===== src/hw/rtl/zste_pkg.sv =====
package zste_pkg;

  localparam int SPRITE_COUNT = 128;
  localparam int SPR_IDX_W    = 7;
  localparam int MEM_DEPTH    = SPRITE_COUNT * 4;
  localparam int MEM_AW       = SPR_IDX_W + 2;
  localparam int PRI_SLOTS    = 128;
  localparam int PRI_W        = 7;

  localparam int IN_W  = 56;
  localparam int OUT_W = 104;

  localparam logic [22:0] RECIP_DIVIDEND = 23'h400000;
  localparam logic [22:0] PLAIN_ZOOM     = 23'h010000;
  localparam logic [22:0] UNIT_RECIP     = 23'h010000;
  localparam logic [25:0] ROUND_HALF     = 26'd2048;

  typedef enum logic [1:0] {
    OP_WRITE  = 2'd0,
    OP_BUILD  = 2'd1,
    OP_EXPAND = 2'd2,
    OP_NONE   = 2'd3
  } op_t;

  typedef enum logic [2:0] {
    S_CLEAR,
    S_IDLE,
    S_BUILD,
    S_LOOKUP,
    S_FETCH,
    S_DIVIDE,
    S_SETUP,
    S_EMIT
  } state_t;

  typedef struct packed {
    logic                 we;
    logic [MEM_AW-1:0]    waddr;
    logic [31:0]          wdata;
    logic                 re;
    logic [MEM_AW-1:0]    raddr;
  } mem_ctl_t;

  typedef struct packed {
    logic                 clear_all;
    logic                 we;
    logic [PRI_W-1:0]     wslot;
    logic [SPR_IDX_W-1:0] windex;
    logic                 re;
    logic [PRI_W-1:0]     rslot;
  } tab_ctl_t;

  function automatic logic [4:0] x_off(input logic [2:0] i);
    x_off = {i[2], 1'b0, i[1], 1'b0, i[0]};
  endfunction

  function automatic logic [5:0] y_off(input logic [2:0] i);
    y_off = {i[2], 1'b0, i[1], 1'b0, i[0], 1'b0};
  endfunction

endpackage


===== src/hw/rtl/zste_pri_table.sv =====
module zste_pri_table (
  input  logic                          clk,
  input  logic                          rst,
  input  zste_pkg::tab_ctl_t            ctl,
  output logic                          look_valid,
  output logic [zste_pkg::SPR_IDX_W-1:0] rd_index
);
  import zste_pkg::*;

  logic [PRI_SLOTS-1:0] slot_valid;
  logic [SPR_IDX_W-1:0] index_mem [PRI_SLOTS];

  always_ff @(posedge clk) begin
    if (rst || ctl.clear_all) begin
      slot_valid <= '0;
    end else if (ctl.we) begin
      slot_valid[ctl.wslot] <= 1'b1;
    end
  end

  always_ff @(posedge clk) begin
    if (ctl.we) begin
      index_mem[ctl.wslot] <= ctl.windex;
    end
    if (ctl.re) begin
      rd_index <= index_mem[ctl.rslot];
    end
  end

  assign look_valid = slot_valid[ctl.rslot];

endmodule


===== config.mk =====
export PLATFORM = sky130hd
export DESIGN_NAME = zste_pri_table
export DESIGN_NICKNAME = d
export VERILOG_FILES = /design/src/hw/rtl/zste_pkg.sv /design/src/hw/rtl/zste_pri_table.sv
export SDC_FILE = /design/constraint.sdc
export NUM_CORES = 1
export LEC_CHECK = 0
export BUFFER_PORTS_ARGS = -buffer_cell sky130_fd_sc_hd__buf_2
export CORE_MARGIN = 5
export CORE_UTILIZATION = 55
export CTS_BUF_LIST = sky130_fd_sc_hd__clkbuf_8
export CTS_CLUSTER_SIZE = 14
export DETAILED_ROUTE_END_ITERATION = 8
export PLACE_DENSITY = 0.78
export SYNTH_ARGS = -nofsm -noshare
export SYNTH_HDL_FRONTEND = slang
export SYNTH_SLANG_ARGS = --single-unit
export TNS_END_PERCENT = 100

===== constraint.sdc =====
create_clock -name clk -period 3.7 [get_ports clk]
set_input_delay 0 -clock clk [delete_from_list [all_inputs] [get_ports clk]]
set_output_delay 0 -clock clk [all_outputs]
set_load 0.005 [all_outputs]

==> impl_metrics.py, run 1 <==
metrics = {
    "route": {
        "drc": 0,
        "viasPerCell": 6.34,
        "vias": 19200,
        "wirelength_um": 87500,
        "drtIter0Drc": 2567,
        "drtPass1Iterations": 6,
        "wl_per_cell_um": 28.9,
        "antenna_left": 0,
    },
    "layout": {
        "synthToLayoutAreaGrowth_pct": 12.1,
        "nNetsFinal": 1966,
        "final_util_pct": 62.0,
        "fillCellCount": 4720,
        "drive_above_1_share_pct": 30.9,
    },
    "sta": {
        "setup_viol": 0,
        "tns_ns": 0,
        "skew_ns": 0.0235,
        "period_share_pct": 86.2,
        "hold_violations": 0,
        "clock.fmax_mhz": 314,
        "drv_slew": 0,
        "rsz0062_at_grt": "no",
        "worst_pin_slew_ns": 1.17,
        "slew-limit-headroom_pct": 21.9,
        "final.min_clock_period_ns": 3.19,
    },
    "global_routing": {
        "grt.total_usage_pct": 23.1,
        "grt_pass1_wl_um": 132000,
        "antenna_found_initial": 9,
        "overflow": 0,
        "grt_max_degree": 101,
        "first_global_vias": 19800,
    },
    "critical_path": {
        "r2r-start": "index_mem[21][6]",
        "rrSetupSlack_ns": 0.57,
        "max_stage_delay_ns": 0.57,
        "cp_top_family": "multiplexers",
        "worst-path-buf-inv": 1,
        "worstPathCellList": "mux4_2 -> mux4_2 -> mux4_2 -> mux2_2 -> buf_2",
        "cp-startpoint": "slot_valid[95]",
        "regToRegEndpoint": "rd_index[6]",
        "critPathKind": "flop to primary output",
        "worstPathRequired_ns": 3.70,
        "crit_slowest_cell": "mux4_2",
        "end_kind": "primary output",
        "crit_arrival_ns": 3.19,
        "start_kind": "flop",
        "cpMostUsedCell": "mux4_2",
        "path_max_fanout": 2,
        "r2r_cells": 5,
    },
    "synth": {
        "synthCells": 1777,
        "synth_seq_cells": 1031,
        "syn_area_sq_mm": 0.0395,
        "ys_warn_count": 0,
        "synth_cell_types": 22,
        "avgSynthCellArea_sq_um": 22.2,
        "synth_nets": 1803,
        "synth_seq_area_share_pct": 75.2,
    },
    "power_and_ir_drop": {
        "powerDensity_mw_per_mm2": 512,
        "leakage_nw": 14.1,
        "vdd_ir_drop_max_mv": 0.298,
    },
    "floorplanning": {
        "initial_core_util_pct": 55.3,
        "die_area_sq_mm": 0.0772,
        "die_w_um": 278,
        "die_h_um": 278,
        "io_pins": 34,
        "rows": 98,
        "core_sq_mm": 0.0714,
    },
    "outcome": {
        "run_status": "complete, no violations",
    },
    "job": {
        "maxCapViolCount": 0,
    },
    "clock_network": {
        "cts_resized": 0,
        "postCtsSetupRepairBufs": 0,
        "htree_levels": 4,
        "cts_max_path_buffers": 3,
        "cts_inserted_buffers": 156,
        "path_clk_slew_ns": 0.06,
        "cts_hold_buffers": 24,
        "cts_tree": "yes",
        "clockRootBuffer": "clkbuf_8",
        "cts.sinks": 1031,
        "clk-insertion-delay-late_ns": 0.80,
    },
    "min_path": {
        "hold_path_class": "input port to flop",
        "hold_depth": 3,
        "hold_end": "index_mem[84][2]",
        "hold_start": "ctl[22]",
    },
    "placement": {
        "port_buffers": 33,
        "gp_congestion": 0.832,
        "place_hpwl_um": 54000,
    },
}
through the flow:
| stage | power [mW] | setup WS, ns | area [sq um] | std cells | hold slack (ns) |
|---|---|---|---|---|---|
| after global routing | 23.5 | 0.394 | 44200 | 3022 | 0.0618 |
| after global placement | 14.0 | 0.782 | 41000 | 2708 | 0.371 |
| final | 22.7 | 0.510 | 44200 | 3023 | 0.0708 |
| after floorplan | 13.6 | 1.06 | 39500 | 1777 | 0.0989 |
| after CTS | 22.8 | 0.454 | 44200 | 3018 | 0.00306 |
| after detailed placement | 14.1 | 0.774 | 41000 | 2708 | 0.373 |
worst max path at each step:
stage / to / cells past startpoint
after floorplan: rd_index[0] / 6
after global routing: look_valid / 5
after global placement: rd_index[3] / 6
final: look_valid / 5
after CTS: look_valid / 5
after detailed placement: rd_index[6] / 6
sequential cells by signal, indices dropped and copies added, names as in the netlist:
| register | count |
|---|---|
| index_mem | 896 |
| rd_index | 7 |
| slot_valid | 128 |
where the power goes:
part / switching [mW] / internal [mW]
Sequential: 0.0233 / 12.7
Combinational: 0.657 / 0.480
Clock: 4.22 / 4.59
Total: 4.90 / 17.8
cell type report:
cell class	count	area [sq um]	share of cell area, %
Tap cell	950	1190	2.69
Inverter	1	3.75	0.00848
Sequential cell	1031	29700	67.1
Antenna cell	5	12.5	0.0283
Clock inverter	112	576	1.30
Clock buffer	174	2390	5.41
Timing Repair Buffer	109	1060	2.39
Multi-Input combinational cell	641	9330	21.1
kinds of logic (layout without fill, tap and decap cells):
kind of cell	count (synthesis)	in the layout	synth area share, %
flops	1031	1031	75.2
mux	344	344	19.4
simple gates	169	169	1.79
compound gates	128	128	2.44
buf+inv	105	396	1.16
other cells	0	5	0
layout by cell type, fill, tap and decap left out, types with 15 or more instances in the layout:
cell           count
o21a_1           128
inv_1             55
buf_12            18
clkbuf_8         174
clkinv_1          32
buf_4             43
nor2_1           131
edfxtp_1         903
dlygate4sd3_1     23
mux4_2           336
buf_2             23
clkinv_2          15
dfxtp_1          128
per-layer routing:
metal | track usage [%] | vias up | wire length, um
li1 | - | 7813 | -
met1 | 32.4 | 10100 | 32700
met4 | 5.52 | 2 | 1630
met2 | 36.0 | 1129 | 42400
met5 | 0 | - | 13
met3 | 7.73 | 133 | 10800
synthesized netlist by cell type:
cell	n	area (sq um)
or4_1	1	7.51
clkbuf_1	67	251
or3b_2	2	17.5
nand3_1	8	40.0
inv_1	1	3.75
or3_1	1	6.26
nand2_1	9	33.8
nor2b_1	4	25.0
dfxtp_1	128	2560
or2_2	6	37.5
nor2_1	132	495
buf_1	10	37.5
nand4_1	2	12.5
edfxtp_1	903	27100
o21a_1	128	961
mux4_2	336	7570
nand4b_1	1	8.76
nand3b_1	3	22.5
buf_6	1	11.3
buf_4	9	67.6
mux2_2	8	90.1
buf_2	17	85.1
worst reg2reg max path, stage by stage, from the launching register on:
cell and delay (ns):
edfxtp_1 0.38, mux4_2 0.50, mux4_2 0.57, mux4_2 0.55, mux2_2 0.29, dlygate4sd3_1 0.57
Note: power is estimated with default switching activity, not from simulation.
==> run 2, diff against run 1 <==
- clock period: 3.7 -> 3 ns (I/O delays scaled with it)
==> run 2 against run 1 <==
- the flow now finishes with violations (setup timing)
- combinational power increased by 26%
- critical path depth unchanged
- sequential share of layout area decreased by 0.76 points
- sequential power increased by 24%
- non-clock buffer count increased by 55
- final cell count increased by 1.9%
- largest cell class unchanged
==> impl_metrics.py, run 2 (synthesized netlist as in run 1, its figures left out) <==
metrics = {
    "sta": {
        "skew_ns": 0.0294,
        "period_share_pct": 107,
        "holdWs_ns": 0.0930,
        "setup_viol": 1,
        "slew-limit-headroom_pct": 14.2,
        "hold_violations": 0,
        "clock.fmax_mhz": 311,
        "rsz0062_at_grt": "yes",
        "drv_slew": 0,
        "tns_ns": -0.213,
        "setup_ws_ns": -0.213,
        "worst_pin_slew_ns": 1.29,
        "final.min_clock_period_ns": 3.21,
    },
    "critical_path": {
        "worstPathRequired_ns": 3.00,
        "worstPathCellList": "mux4_2 -> mux4_2 -> mux4_2 -> mux2_4 -> buf_6",
        "max_stage_delay_ns": 0.58,
        "cpMostUsedCell": "mux4_2",
        "crit_arrival_ns": 3.21,
        "path_max_fanout": 2,
        "cp_top_family": "multiplexers",
        "critPathKind": "flop to primary output",
        "crit_slowest_cell": "mux4_2",
        "start_kind": "flop",
        "end_kind": "primary output",
        "worst-path-buf-inv": 1,
    },
    "placement": {
        "placed_area_sq_mm": 0.0415,
        "dp_slack_ns": 0.145,
        "port_buffers": 33,
        "gp_congestion": 0.819,
        "place_hpwl_um": 54500,
        "dp.cells": 2765,
    },
    "layout": {
        "largest_reg_flops": 896,
        "most-common-layout-cells": "edfxtp_1 (903), mux4_2 (336), clkbuf_8 (177)",
        "largest_register": "index_mem",
        "reg.largest.list": "index_mem x896, slot_valid x128, rd_index x7",
        "fin_cells": 3081,
        "final_common_cell": "edfxtp_1",
        "nNetsFinal": 2024,
        "final_util_pct": 62.7,
        "drive_above_1_share_pct": 33.0,
        "fin_area_sq_mm": 0.0448,
        "synthToLayoutAreaGrowth_pct": 13.4,
    },
    "floorplanning": {
        "die_area_sq_mm": 0.0772,
        "initial_core_util_pct": 55.3,
        "die_h_um": 278,
        "die_w_um": 278,
        "io_pins": 34,
        "rows": 98,
        "core_sq_mm": 0.0714,
    },
    "route": {
        "drc": 0,
        "vias": 19400,
        "wirelength_um": 87900,
        "wl_per_cell_um": 28.5,
        "drtPass1Iterations": 5,
        "antenna_left": 0,
        "viasPerCell": 6.30,
        "drtIter0Drc": 2309,
    },
    "global_routing": {
        "antenna_found_initial": 3,
        "grt.total_usage_pct": 23.0,
        "overflow": 0,
        "grt_max_degree": 118,
        "first_global_vias": 19700,
        "grt_pass1_wl_um": 131000,
    },
    "clock_network": {
        "clockRootBuffer": "clkbuf_8",
        "cts_max_path_buffers": 3,
        "cts.sinks": 1031,
        "cts_tree": "yes",
        "cts_inserted_buffers": 159,
        "htree_levels": 4,
        "path_clk_slew_ns": 0.06,
        "clk-insertion-delay-late_ns": 0.79,
        "postCtsSetupRepairBufs": 0,
    },
    "outcome": {
        "run_status": "complete, but fails checks",
        "violations": "setup timing",
    },
    "power_and_ir_drop": {
        "switching_power_mw": 6.15,
        "report.power.total_mw": 28.1,
        "leakage_nw": 14.4,
        "p_int_mw": 22.0,
        "p_seq_share_pct": 55.8,
        "p_comb_share_pct": 5.1,
        "vdd_ir_drop_max_mv": 0.402,
        "clkPwrFrac_pct": 39.1,
        "powerDensity_mw_per_mm2": 628,
        "swShare_pct": 21.9,
    },
    "min_path": {
        "hold_path_class": "input port to flop",
    },
    "job": {
        "maxCapViolCount": 0,
    },
}
-- run 2: per-layer routing --
metal	up-vias	routed length, um	track usage (%)
met2	1084	43300	36.3
met1	10200	33600	32.6
li1	7914	-	-
met5	-	0	0
met4	0	2350	7.20
met3	160	8630	5.66
-- run 2: worst reg2reg max path: stages (launching register included) --
cell and delay (ns):
edfxtp_1 0.37, mux4_2 0.52, mux4_2 0.60, mux4_2 0.55
mux2_2 0.29
-- run 2: what timing repair did --
action,in CTS,in global routing
resized for setup,2,1
endpoints found under the setup margin,1,1
hold buffers,22,0
hold endpoints to repair,921,0
pin swaps,0,0
-- run 2: area by class of cell --
cell class	count	area, sq um
Tap cell	950	1190
Timing Repair Buffer	164	1510
Clock buffer	177	2440
Clock inverter	115	592
Fill cell	4656	26600
Inverter	1	3.75
Antenna cell	2	5.00
Multi-Input combinational cell	641	9340
Sequential cell	1031	29700
-- run 2: final timing paths --
| check | startpoint | to | slack [ns] | cells after the start |
|---|---|---|---|---|
| worst max register to register | index_mem[85][0] | rd_index[0] | 0.43 | 4 |
| worst max-delay path | slot_valid[85] | look_valid | -0.21 | 5 |
| worst min-delay path | ctl[13] | index_mem[80][5] | 0.09 | 2 |
| worst min register to register | slot_valid[70] | slot_valid[70] | 0.46 | 1 |
-- run 2: power groups by stage --
stage               combinational (mW)  sequential [mW]  clock (mW)
finish                            1.44             15.7        11.0
global route                      1.51             15.7        11.9
CTS                               1.45             15.7        11.2
detailed placement                1.42             16.0           0
global placement                  1.39             16.0           0
floorplan                        0.786             16.0           0
