[src/hw/rtl/zste_pkg.sv]
package zste_pkg;

  localparam int SPRITE_COUNT = 128;
  localparam int SPR_IDX_W    = 7;
  localparam int MEM_DEPTH    = SPRITE_COUNT * 4;
  localparam int MEM_AW       = SPR_IDX_W + 2;
  localparam int PRI_SLOTS    = 128;
  localparam int PRI_W        = 7;

  localparam int IN_W  = 56;
  localparam int OUT_W = 104;

  localparam logic [22:0] RECIP_DIVIDEND = 23'h400000;
  localparam logic [22:0] PLAIN_ZOOM     = 23'h010000;
  localparam logic [22:0] UNIT_RECIP     = 23'h010000;
  localparam logic [25:0] ROUND_HALF     = 26'd2048;

  typedef enum logic [1:0] {
    OP_WRITE  = 2'd0,
    OP_BUILD  = 2'd1,
    OP_EXPAND = 2'd2,
    OP_NONE   = 2'd3
  } op_t;

  typedef enum logic [2:0] {
    S_CLEAR,
    S_IDLE,
    S_BUILD,
    S_LOOKUP,
    S_FETCH,
    S_DIVIDE,
    S_SETUP,
    S_EMIT
  } state_t;

  typedef struct packed {
    logic                 we;
    logic [MEM_AW-1:0]    waddr;
    logic [31:0]          wdata;
    logic                 re;
    logic [MEM_AW-1:0]    raddr;
  } mem_ctl_t;

  typedef struct packed {
    logic                 clear_all;
    logic                 we;
    logic [PRI_W-1:0]     wslot;
    logic [SPR_IDX_W-1:0] windex;
    logic                 re;
    logic [PRI_W-1:0]     rslot;
  } tab_ctl_t;

  function automatic logic [4:0] x_off(input logic [2:0] i);
    x_off = {i[2], 1'b0, i[1], 1'b0, i[0]};
  endfunction

  function automatic logic [5:0] y_off(input logic [2:0] i);
    y_off = {i[2], 1'b0, i[1], 1'b0, i[0], 1'b0};
  endfunction

endpackage

[src/hw/rtl/zste_recip.sv]
module zste_recip (
  input  logic        clk,
  input  logic        rst,
  input  logic        start,
  input  logic [15:0] divisor,
  output logic        busy,
  output logic [22:0] quotient
);
  import zste_pkg::*;

  logic [15:0] rem;
  logic [15:0] dvs;
  logic [4:0]  count;
  logic [16:0] rem_sh;
  logic        fits;

  // Restoring division, one quotient bit per cycle.
  assign rem_sh = {rem, quotient[22]};
  assign fits   = rem_sh >= {1'b0, dvs};

  always_ff @(posedge clk) begin
    if (rst) begin
      busy  <= 1'b0;
      count <= '0;
    end else if (start) begin
      busy  <= 1'b1;
      count <= 5'd23;
    end else if (busy) begin
      count <= count - 5'd1;
      busy  <= count != 5'd1;
    end
  end

  always_ff @(posedge clk) begin
    if (start) begin
      rem      <= '0;
      dvs      <= divisor;
      quotient <= RECIP_DIVIDEND;
    end else if (busy) begin
      rem      <= fits ? 16'(rem_sh - {1'b0, dvs}) : rem_sh[15:0];
      quotient <= {quotient[21:0], fits};
    end
  end

endmodule

[config.mk]
export PLATFORM = sky130hd
export DESIGN_NAME = zste_recip
export DESIGN_NICKNAME = d
export VERILOG_FILES = /design/src/hw/rtl/zste_pkg.sv /design/src/hw/rtl/zste_recip.sv
export SDC_FILE = /design/constraint.sdc
export NUM_CORES = 1
export LEC_CHECK = 0
export BUFFER_PORTS_ARGS = -buffer_cell sky130_fd_sc_hd__buf_2
export CAP_MARGIN = 40
export CORE_ASPECT_RATIO = 0.7
export CORE_MARGIN = 8
export CORE_UTILIZATION = 35
export CTS_CLUSTER_SIZE = 40
export DETAILED_ROUTE_END_ITERATION = 8
export PLACE_DENSITY_LB_ADDON = 0.25
export SLEW_MARGIN = 20
export SYNTH_ARGS = -nofsm -noshare
export SYNTH_HDL_FRONTEND = slang
export SYNTH_SLANG_ARGS = --single-unit
[constraint.sdc]
create_clock -name clk -period 3.31 [get_ports clk]
set_clock_uncertainty 0.2 [all_clocks]
set_input_delay 0.331 -clock clk [delete_from_list [all_inputs] [get_ports clk]]
set_output_delay 0.331 -clock clk [all_outputs]
set_load 0.05 [all_outputs]
==> run summary, run 1 <==
For the normalized max-slew margin, the log shows 0.545. At the end of routability-driven placement, the weighted congestion stood at 0.799. The mean cell area of the mapped netlist was 9.63 µm²; the area inside the core boundary was 8930 µm².

The clock sink total is 61, and the worst IR drop on VDD is 0.258 mV. The switching power as a share of total power came out at 0.270. The critical path is of the reg2reg type. The tools report the count of warnings emitted by yosys as 0. In this run the deepest clock path goes through 2 buffers. TritonCTS built the clock tree.

The startpoint identified for the worst register-to-register timing path is dvs[13]. In the final design database the tool counted 426 nets. The worst setup path startpoint was dvs[13]. At the placement stage, the worst setup path has a slack of 0.494 ns. Detailed placement finished with a half-perimeter wire length of 4.95 mm. The starting utilization of the core area is 0.355, and the wire length per cell is 13.0 µm. At the worst endpoint, the arrival time is 2.84 ns. The antenna cell count is 0. Summed over all nets, the switching power comes to 0.000568 W.

The synthesized design contains 61 register bits. Setup violations remaining at the end of the flow were counted as 0. In the routed design, unresolved DRC markers number 0. The total count of max-transition violations in the final report was 0; the die footprint was 12400 µm². The multi-input combinational cell area came out at 1620 µm². The number of optimization iterations in the first detailed-route pass was 4. Power spread over the standard cell area amounts to 535 nW/µm². For the total wirelength of the detailed-routed design, the log shows 6.74 mm. The worst setup path is launched from a flop. The total congestion overflow after global routing is 0, and the share of async-settable or async-resettable flops after synthesis is 0. The final-report hold violation count was 0. The final worst-path cycle share is 0.848. For the final routed database, the setup TNS stands at 0 ns. For the timing-limited maximum frequency, the log shows 0.356 GHz. The clock-pin slew on the worst setup and hold paths was 0.05 ns; the number of top-level pins was 43.

The number of enable-type register cells in the synthesized netlist came out at 16. TritonCTS created 9 clock buffers. The routed layout has 2448 vias. The worst hold path belongs to the class in2reg. Traced cell by cell, the critical path runs through inv_1, ha_1, nand2_2, nor3b_2, nand4_1, o31ai_2, or2_1, nand3_1, a311oi_1.

The number of DRC violations after detailed-routing iteration 0 is 137. The smallest hold slack came out at 0.0514 ns. Data on the critical path is required at its endpoint by 3.34 ns. For the clock group share of total power, the log shows 0.417.

The y dimension of the die works out to 95.6 µm. The minimum clock period after layout was 2.81 ns; the global-route wire length before repair was 11.8 mm. In the layout the commonest cells are dfxtp_1, nor2_1, buf_2.

The pin slew with the least headroom to its limit is 0.682 ns, and the highest fanout seen on the critical path is 14. The part of the power in registers was 0.401. The kind of capture point of the worst setup path is a flop.

The tool flagged a number of max-cap violations equal to 0. After technology mapping, the gate count stands at 329. Critical path's slowest cell: or2_1.

The layout has 904 filler cells. Standard-cell row count: 29. The startpoint identified for the worst hold timing path is rst. The die extent in x came out at 130 µm. Leaving out fill and tap cells, the most frequent cell in the layout is dfxtp_1. Buffers placed on the I/O ports in this run total 42. Setup repair after global routing left no endpoint under its margin. The largest net degree at the start of global routing is 33, and the share of post-route cells with drive strength above 1 is 0.214.

Smallest setup slack after layout: 0.502 ns. The layout overhead on the synthesized area came out at 24.3%. The via count of the first global-routing pass was 2482; the number of vias per cell was 4.74. The portion of total power attributed to combinational logic was 0.182; the insertion delay to the later sink of the worst-skew pair was 0.32 ns. The root buffer cell chosen for the clock tree is clkbuf_16. The run finished with clean final reports. Global-route usage over all layers: 0.120. The internal power of the cells totals 0.00154 W.

The logs give 0.436 for the register area share after synthesis and 3490 µm² for the placed standard-cell area. The logs give 367 for the number of nets in the synthesized netlist and 3 for the count of H-tree levels built during CTS. For this run, the leading register cell type out of synthesis is dfxtp_1.

The logs give 3940 µm² for the final non-filler cell area and 0 for the number of gates resized after cts. The detail route stage leaves a number of antenna-violating nets equal to 0. For this design the static power due to leakage is 1.70 nW.

The number of antenna violations at the first check in global routing was 0. For this run, the slowest stage of the critical path takes 0.60 ns. The cell area after synthesis was 3170 µm². In the final layout, flip-flops and latches occupy 1380 µm². The distinct cell type count after synthesis is 53.
## synthesized netlist by cell type (3+ instances only)
cell type	n	area, µm²
dfxtp_1	45	901
nor2_1	42	158
inv_1	23	86.3
mux2i_1	22	220
nand2_1	22	82.6
a21oi_1	19	95.1
ha_1	18	225
edfxtp_1	16	480
o21ai_0	11	55.1
clkbuf_1	9	33.8
nand2_2	8	50.1
nand2b_1	8	50.1
a311oi_2	7	105
xnor2_1	7	61.3
xor2_1	7	61.3
a211oi_1	6	45.0
nor3_1	5	25.0
a21o_1	4	30.0
o211ai_1	4	30.0
buf_1	3	11.3
nand3_1	3	15.0
o31ai_1	3	22.5
## power by group through the flow
stage | clock network [W] | registers, W | logic (W)
detailed placement | 0 | 0.000859 | 0.000369
global route | 0.000947 | 0.000850 | 0.000434
finish | 0.000877 | 0.000845 | 0.000384
CTS | 0.000903 | 0.000845 | 0.000385
global placement | 0 | 0.000859 | 0.000363
floorplan | 0 | 0.000857 | 0.000294
## worst max-delay path, delay by kind of cell (launching register included)
family | cells | cell delay (ns)
AND/OR/NAND/NOR | 5 | 1.20
flip-flops | 1 | 0.31
AO/OA/AOI/OAI | 2 | 0.55
adder cells (fa/ha/maj) | 1 | 0.39
buffers and inverters | 1 | 0.05
## path summary, 6_finish.rpt
kind                            endpoint  slack (ns)  cells after the start
worst max-delay path             rem[14]        0.50                      9
worst min-delay path            count[4]        0.05                      2
worst max register to register   rem[14]        0.50                      9
worst min register to register   rem[11]        0.29                      2
## state kept, by name, summed over array words and instances, names as in the netlist
name      flops
busy          1
count         5
dvs          16
quotient     23
rem          16
## timing repair
action / in CTS / in global routing
hold endpoints to repair: 16 / 0
buffers inserted: 0 / 0
setup endpoints to repair: 0 / 0
hold buffers: 16 / 0
## cell type report
| type | count | share of cell area |
|---|---|---|
| multi-input combinational | 230 | 0.411 |
| sequential | 61 | 0.351 |
| timing repair buffer | 63 | 0.104 |
| clock buffer | 13 | 0.0690 |
| tap | 124 | 0.0394 |
| inverter | 23 | 0.0219 |
| clock inverter | 3 | 0.00413 |
## per-stage QoR
step	cells	total power [W]	utilization
finish	517	0.00211	0.441
global route	517	0.00223	0.441
CTS	517	0.00213	0.441
detailed placement	485	0.00123	0.391
global placement	485	0.00122	0.391
floorplan	329	0.00115	-
## per-layer routing
layer / GRT usage / vias up / wire length [µm]
met4: 0.0462 / 0 / 74
li1: - / 1280 / -
met2: 0.168 / 36 / 2720
met1: 0.168 / 1125 / 3680
met5: 0 / - / 0
met3: 0.0380 / 7 / 270
## logic make-up (layout without fill, tap and decap cells)
logic type,after synthesis,in the layout,share of synthesized area
muxes,22,22,0.0695
AOI/OAI and AO/OA,74,74,0.174
xor gates and xnor gates,14,14,0.0387
and+or+nand+nor,101,101,0.151
DFF,61,61,0.436
buffers and inverters,38,102,0.0529
adders and majority gates,19,19,0.0774
No activity file was read; power rests on OpenSTA's default activity.
==> run 2: changes to the inputs <==
--- a/config.mk
+++ b/config.mk
@@ -5,6 +5,7 @@
 export SDC_FILE = /design/constraint.sdc
 export NUM_CORES = 1
 export LEC_CHECK = 0
+export ABC_AREA = 1
 export BUFFER_PORTS_ARGS = -buffer_cell sky130_fd_sc_hd__buf_2
 export CAP_MARGIN = 40
 export CORE_ASPECT_RATIO = 0.7
==> constraint.sdc (replaced) <==
create_clock -name clk -period 2.6 [get_ports clk]
set_clock_uncertainty 0.2 [all_clocks]
set_input_delay 0.26 -clock clk [delete_from_list [all_inputs] [get_ports clk]]
set_output_delay 0.26 -clock clk [all_outputs]
set_load 0.05 [all_outputs]
==> run 2 against run 1 <==
- sequential share of layout area decreased by 2.3 points
- wire length rose by 32%
- critical endpoint unchanged
- count of clock-buffer cells in the layout rose by 2
- largest cell class unchanged
- clock power is 28% higher
==> run summary, run 2 <==
Worst min-delay path category: in2reg (unchanged). Number of nets in the synthesized netlist: 507 (was 367). The depth of the worst register-to-register path was 13 (was 9); the final worst-path cycle share was 0.885 (was 0.848).

The pin slew with the least headroom to its limit was 0.685 ns (was 0.682 ns). Biggest area consumer among synthesized cells: dfxtp_1 (unchanged). The maximum root-to-sink buffer count is 2 (unchanged). The post-detailed-placement half-perimeter wirelength was 6.70 mm (was 4.95 mm); the area share of the largest cell type after synthesis was 0.264 (was 0.284). The number of DRC violations after detailed-routing iteration 0 is 273 (was 137). The total count of max-transition violations in the final report was 0 (unchanged). Leading cell types by count after synthesis: nand2_1, inv_1, dfxtp_1, nor2_1, nand3_1 (was dfxtp_1, nor2_1, inv_1, mux2i_1, nand2_1). The total congestion overflow after global routing was 0 (unchanged). The capture endpoint of the worst hold path is rem[12] (was count[4]). The number of storage elements in the synthesis netlist was 61 (unchanged).

The run gives 3410 µm² (was 3170 µm²) as the cell area after synthesis. The run gives 17 (was 16) as the number of hold buffers added after CTS. The most common cell type on the critical path is nand2_1.

The tools report the origin of the critical flop-to-flop path as quotient[22] (was dvs[13]). The run gives 2.08 nW (was 1.70 nW) as the reported leakage power. The run gives 0.00184 W (was 0.00154 W) as the cell-internal power.

Number of top-level pins: 43 (unchanged). The kind of start point of the critical path is a flop (unchanged). The number of optimization iterations in the first detailed-route pass was 6 (was 4). The count of warnings emitted by yosys came out at 0 (unchanged).

The wire length per cell came out at 13.3 µm (was 13.0 µm). The tools report the portion of total power attributed to combinational logic as 0.121 (was 0.182). Kind of capture point of the worst setup path: a flop (unchanged). The minimum clock period after layout is 2.30 ns (was 2.81 ns). The total negative setup slack came out at 0 ns (unchanged). Number of post-CTS setup repair buffers: 0 (unchanged). Most frequent cells in the layout: nand2_1, inv_1, dfxtp_1 (was dfxtp_1, nor2_1, buf_2).

The power density over cell area is 581 nW/µm² (was 535 nW/µm²). Register with the most flip-flops: quotient (unchanged). The total vias in the final route is 3157 (was 2448). The dominant cell by count in the synthesized netlist is nand2_1 (was dfxtp_1). The y dimension of the die was 98.6 µm (was 95.6 µm); the insertion delay to the later sink of the worst-skew pair was 0.33 ns (was 0.32 ns).

Antenna cell count: 0 (unchanged). Critical hold path startpoint: start (was rst). The logs give 0.882 (was 0.799) for the final weighted congestion in routability-driven placement and 0.000609 W (was 0.000568 W) for the switching power.

The tools report the capture point of the worst reg-to-reg path as rem[14] (unchanged). The share of post-route cells with drive strength above 1 was 0.139 (was 0.214). The register area share after synthesis was 0.405 (was 0.436); the die extent in x was 134 µm (was 130 µm).

The clock-pin slew on the worst setup and hold paths works out to 0.05 ns (about the same). The starting utilization of the core area is 0.356 (was 0.355), and the smallest setup slack after layout is 0.300 ns (was 0.502 ns). The number of port buffers was 42 (unchanged). The global-route usage over all layers was 0.143 (was 0.120). Total wirelength of the detailed-routed design: 8.89 mm (was 6.74 mm).

The placed standard-cell area was 3760 µm² (was 3490 µm²); the worst setup timing slack at the placement stage was 0.319 ns (was 0.494 ns). The detailed-route DRC error count was 0 (unchanged). List of cells traversed by the critical path: inv_1, ha_1, fa_1, inv_1, nand3_1, nand3_1, nand2_1, nand2_1, nand2_1, nand3_1, nand2_1, nor2_1, o21ai_1 (was inv_1, ha_1, nand2_2, nor3b_2, nand4_1, o31ai_2, or2_1, nand3_1, a311oi_1). Clock buffer count from CTS: 9 (unchanged).

The logs give 15.2 mm (was 11.8 mm) for the global-route wire length before repair and 23 (was 33) for the largest net degree at the start of global routing. Distinct cell type count after synthesis: 38 (was 53). Most common library cell in the layout ignoring fill and taps: nand2_1 (was dfxtp_1). The run gives 2.61 ns (was 3.34 ns) as the data required time of the worst path. The flip-flop count of the largest register after layout works out to 23 (unchanged). The number of vias per cell is 4.73 (was 4.74). Top flip-flop cell by instance count after synthesis: dfxtp_1 (unchanged). The family of cells with the greatest summed delay on the critical path is simple AND/OR/NAND/NOR gates (unchanged). The layout net count is 572 (was 426). The tools report the final setup violation count as 0 (unchanged).

For the clock sink total, the log shows 61 (unchanged). The via count of the first global-routing pass was 3022 (was 2482). The highest fanout seen on the critical path came out at 5 (was 14). The number of max-cap violations was 0 (unchanged).

The hold-critical path depth was 3 (was 2); the core utilization of the finished layout was 0.440 (was 0.441). Startpoint-to-endpoint class of the critical path: reg2reg (unchanged). TritonCTS built the clock tree. The timing-limited maximum frequency is 0.435 GHz (was 0.356 GHz), and the area inside the core boundary is 9570 µm² (was 8930 µm²). For the die footprint, the log shows 13200 µm² (was 12400 µm²).

The share of async-settable or async-resettable flops after synthesis is 0 (unchanged). The layout overhead on the synthesized area was 23.5% (was 24.3%). The data arrival time of the critical path is 2.31 ns (was 2.84 ns).

Smallest hold slack: 0.181 ns (was 0.0514 ns). The mean cell area of the mapped netlist works out to 7.28 µm² (was 9.63 µm²). The count of H-tree levels built during CTS was 3 (unchanged). The number of nets still failing antenna checks after routing is 0 (unchanged).

Switching power as a share of total power: 0.249 (was 0.270). The gate count after technology mapping came out at 469 (was 329). Number of stages on the worst setup path: 13 (was 9). The number of enable-type register cells in the synthesized netlist is 16 (unchanged). The combined buffer and inverter count along the critical path is 2 (was 1). Regs by FF count: quotient: 23 flops, dvs: 16 flops, rem: 16 flops (unchanged). The number of gates resized after cts is 0 (unchanged). Cell types with the largest area share after synthesis: dfxtp_1, edfxtp_1, nand2_1 (was dfxtp_1, edfxtp_1, ha_1). The number of antenna violations at the first check in global routing was 0 (unchanged). The run gives 0.284 mV (was 0.258 mV) as the worst IR drop on VDD. The delay contributed by the slowest stage of the critical path was 0.36 ns (was 0.60 ns); the normalized max-slew margin was 0.543 (was 0.545). Critical path's slowest cell: fa_1 (was or2_1). Setup repair after global routing left no endpoint under its margin. The slack of the worst reg-to-reg path came out at 0.30 ns (was 0.50 ns). The final-report hold violation count was 0 (unchanged); the final non-filler cell area was 4210 µm² (was 3940 µm²). The tools report the part of the power in registers as 0.420 (was 0.401). The tools report the root buffer selected by CTS as clkbuf_16 (unchanged).

The flow ran to the end, and the final reports show no timing, DRC or antenna violations. The clock group share of total power is 0.459 (was 0.417). Standard-cell row count: 30 (was 29).
[run 2: layout make-up]
cell class                      count  area (µm²)
Fill cell                         994        5360
Clock inverter                      1        5.00
Sequential cell                    61        1380
Clock buffer                       15         279
Timing Repair Buffer               65         425
Inverter                           96         363
Multi-Input combinational cell    301        1600
Tap cell                          128         160
[run 2: kinds of logic after synthesis]
| family | Yosys count | synth area share |
|---|---|---|
| fa+ha+maj | 19 | 0.0719 |
| buf+inv | 107 | 0.127 |
| compound gates | 67 | 0.118 |
| flops | 61 | 0.405 |
| simple gates | 215 | 0.278 |
[run 2: worst max path at each step]
stage	start	end	slack, ns
floorplan	quotient[22]	rem[6]	0.19
global placement	quotient[22]	rem[14]	0.37
detailed placement	quotient[22]	rem[14]	0.32
CTS	quotient[22]	rem[14]	0.30
global route	quotient[22]	rem[14]	0.11
finish	quotient[22]	rem[14]	0.30
[run 2: metal layers]
| metal | routed length [µm] | vias to the layer above | GRT usage |
|---|---|---|---|
| met1 | 4790 | 1435 | 0.205 |
| met2 | 3510 | 80 | 0.200 |
| met5 | 0 | - | 0 |
| li1 | - | 1631 | - |
| met4 | 104 | 0 | 0.0447 |
| met3 | 486 | 11 | 0.0417 |
[run 2: power by group through the flow]
stage	sequential, W	combinational (W)	clock (W)
CTS	0.00103	0.000294	0.00116
detailed placement	0.00105	0.000273	0
global placement	0.00105	0.000271	0
global route	0.00103	0.000335	0.00121
floorplan	0.00106	0.000177	0
finish	0.00103	0.000296	0.00112
[run 2: per-stage QoR]
step,cells,power [W]
floorplan,469,0.00123
global placement,634,0.00132
detailed placement,634,0.00132
CTS,667,0.00249
global route,667,0.00257
finish,667,0.00245
[run 2: worst register-to-register path, stage by stage, from the launching register on]
cell and delay (ns):
dfxtp_1 0.32, inv_1 0.07, ha_1 0.23, fa_1 0.36, inv_1 0.13, nand3_1 0.08, nand3_1 0.19, nand2_1 0.13
nand2_1 0.10, nand2_1 0.07, nand3_1 0.08, nand2_1 0.06, nor2_1 0.09, o21ai_1 0.07
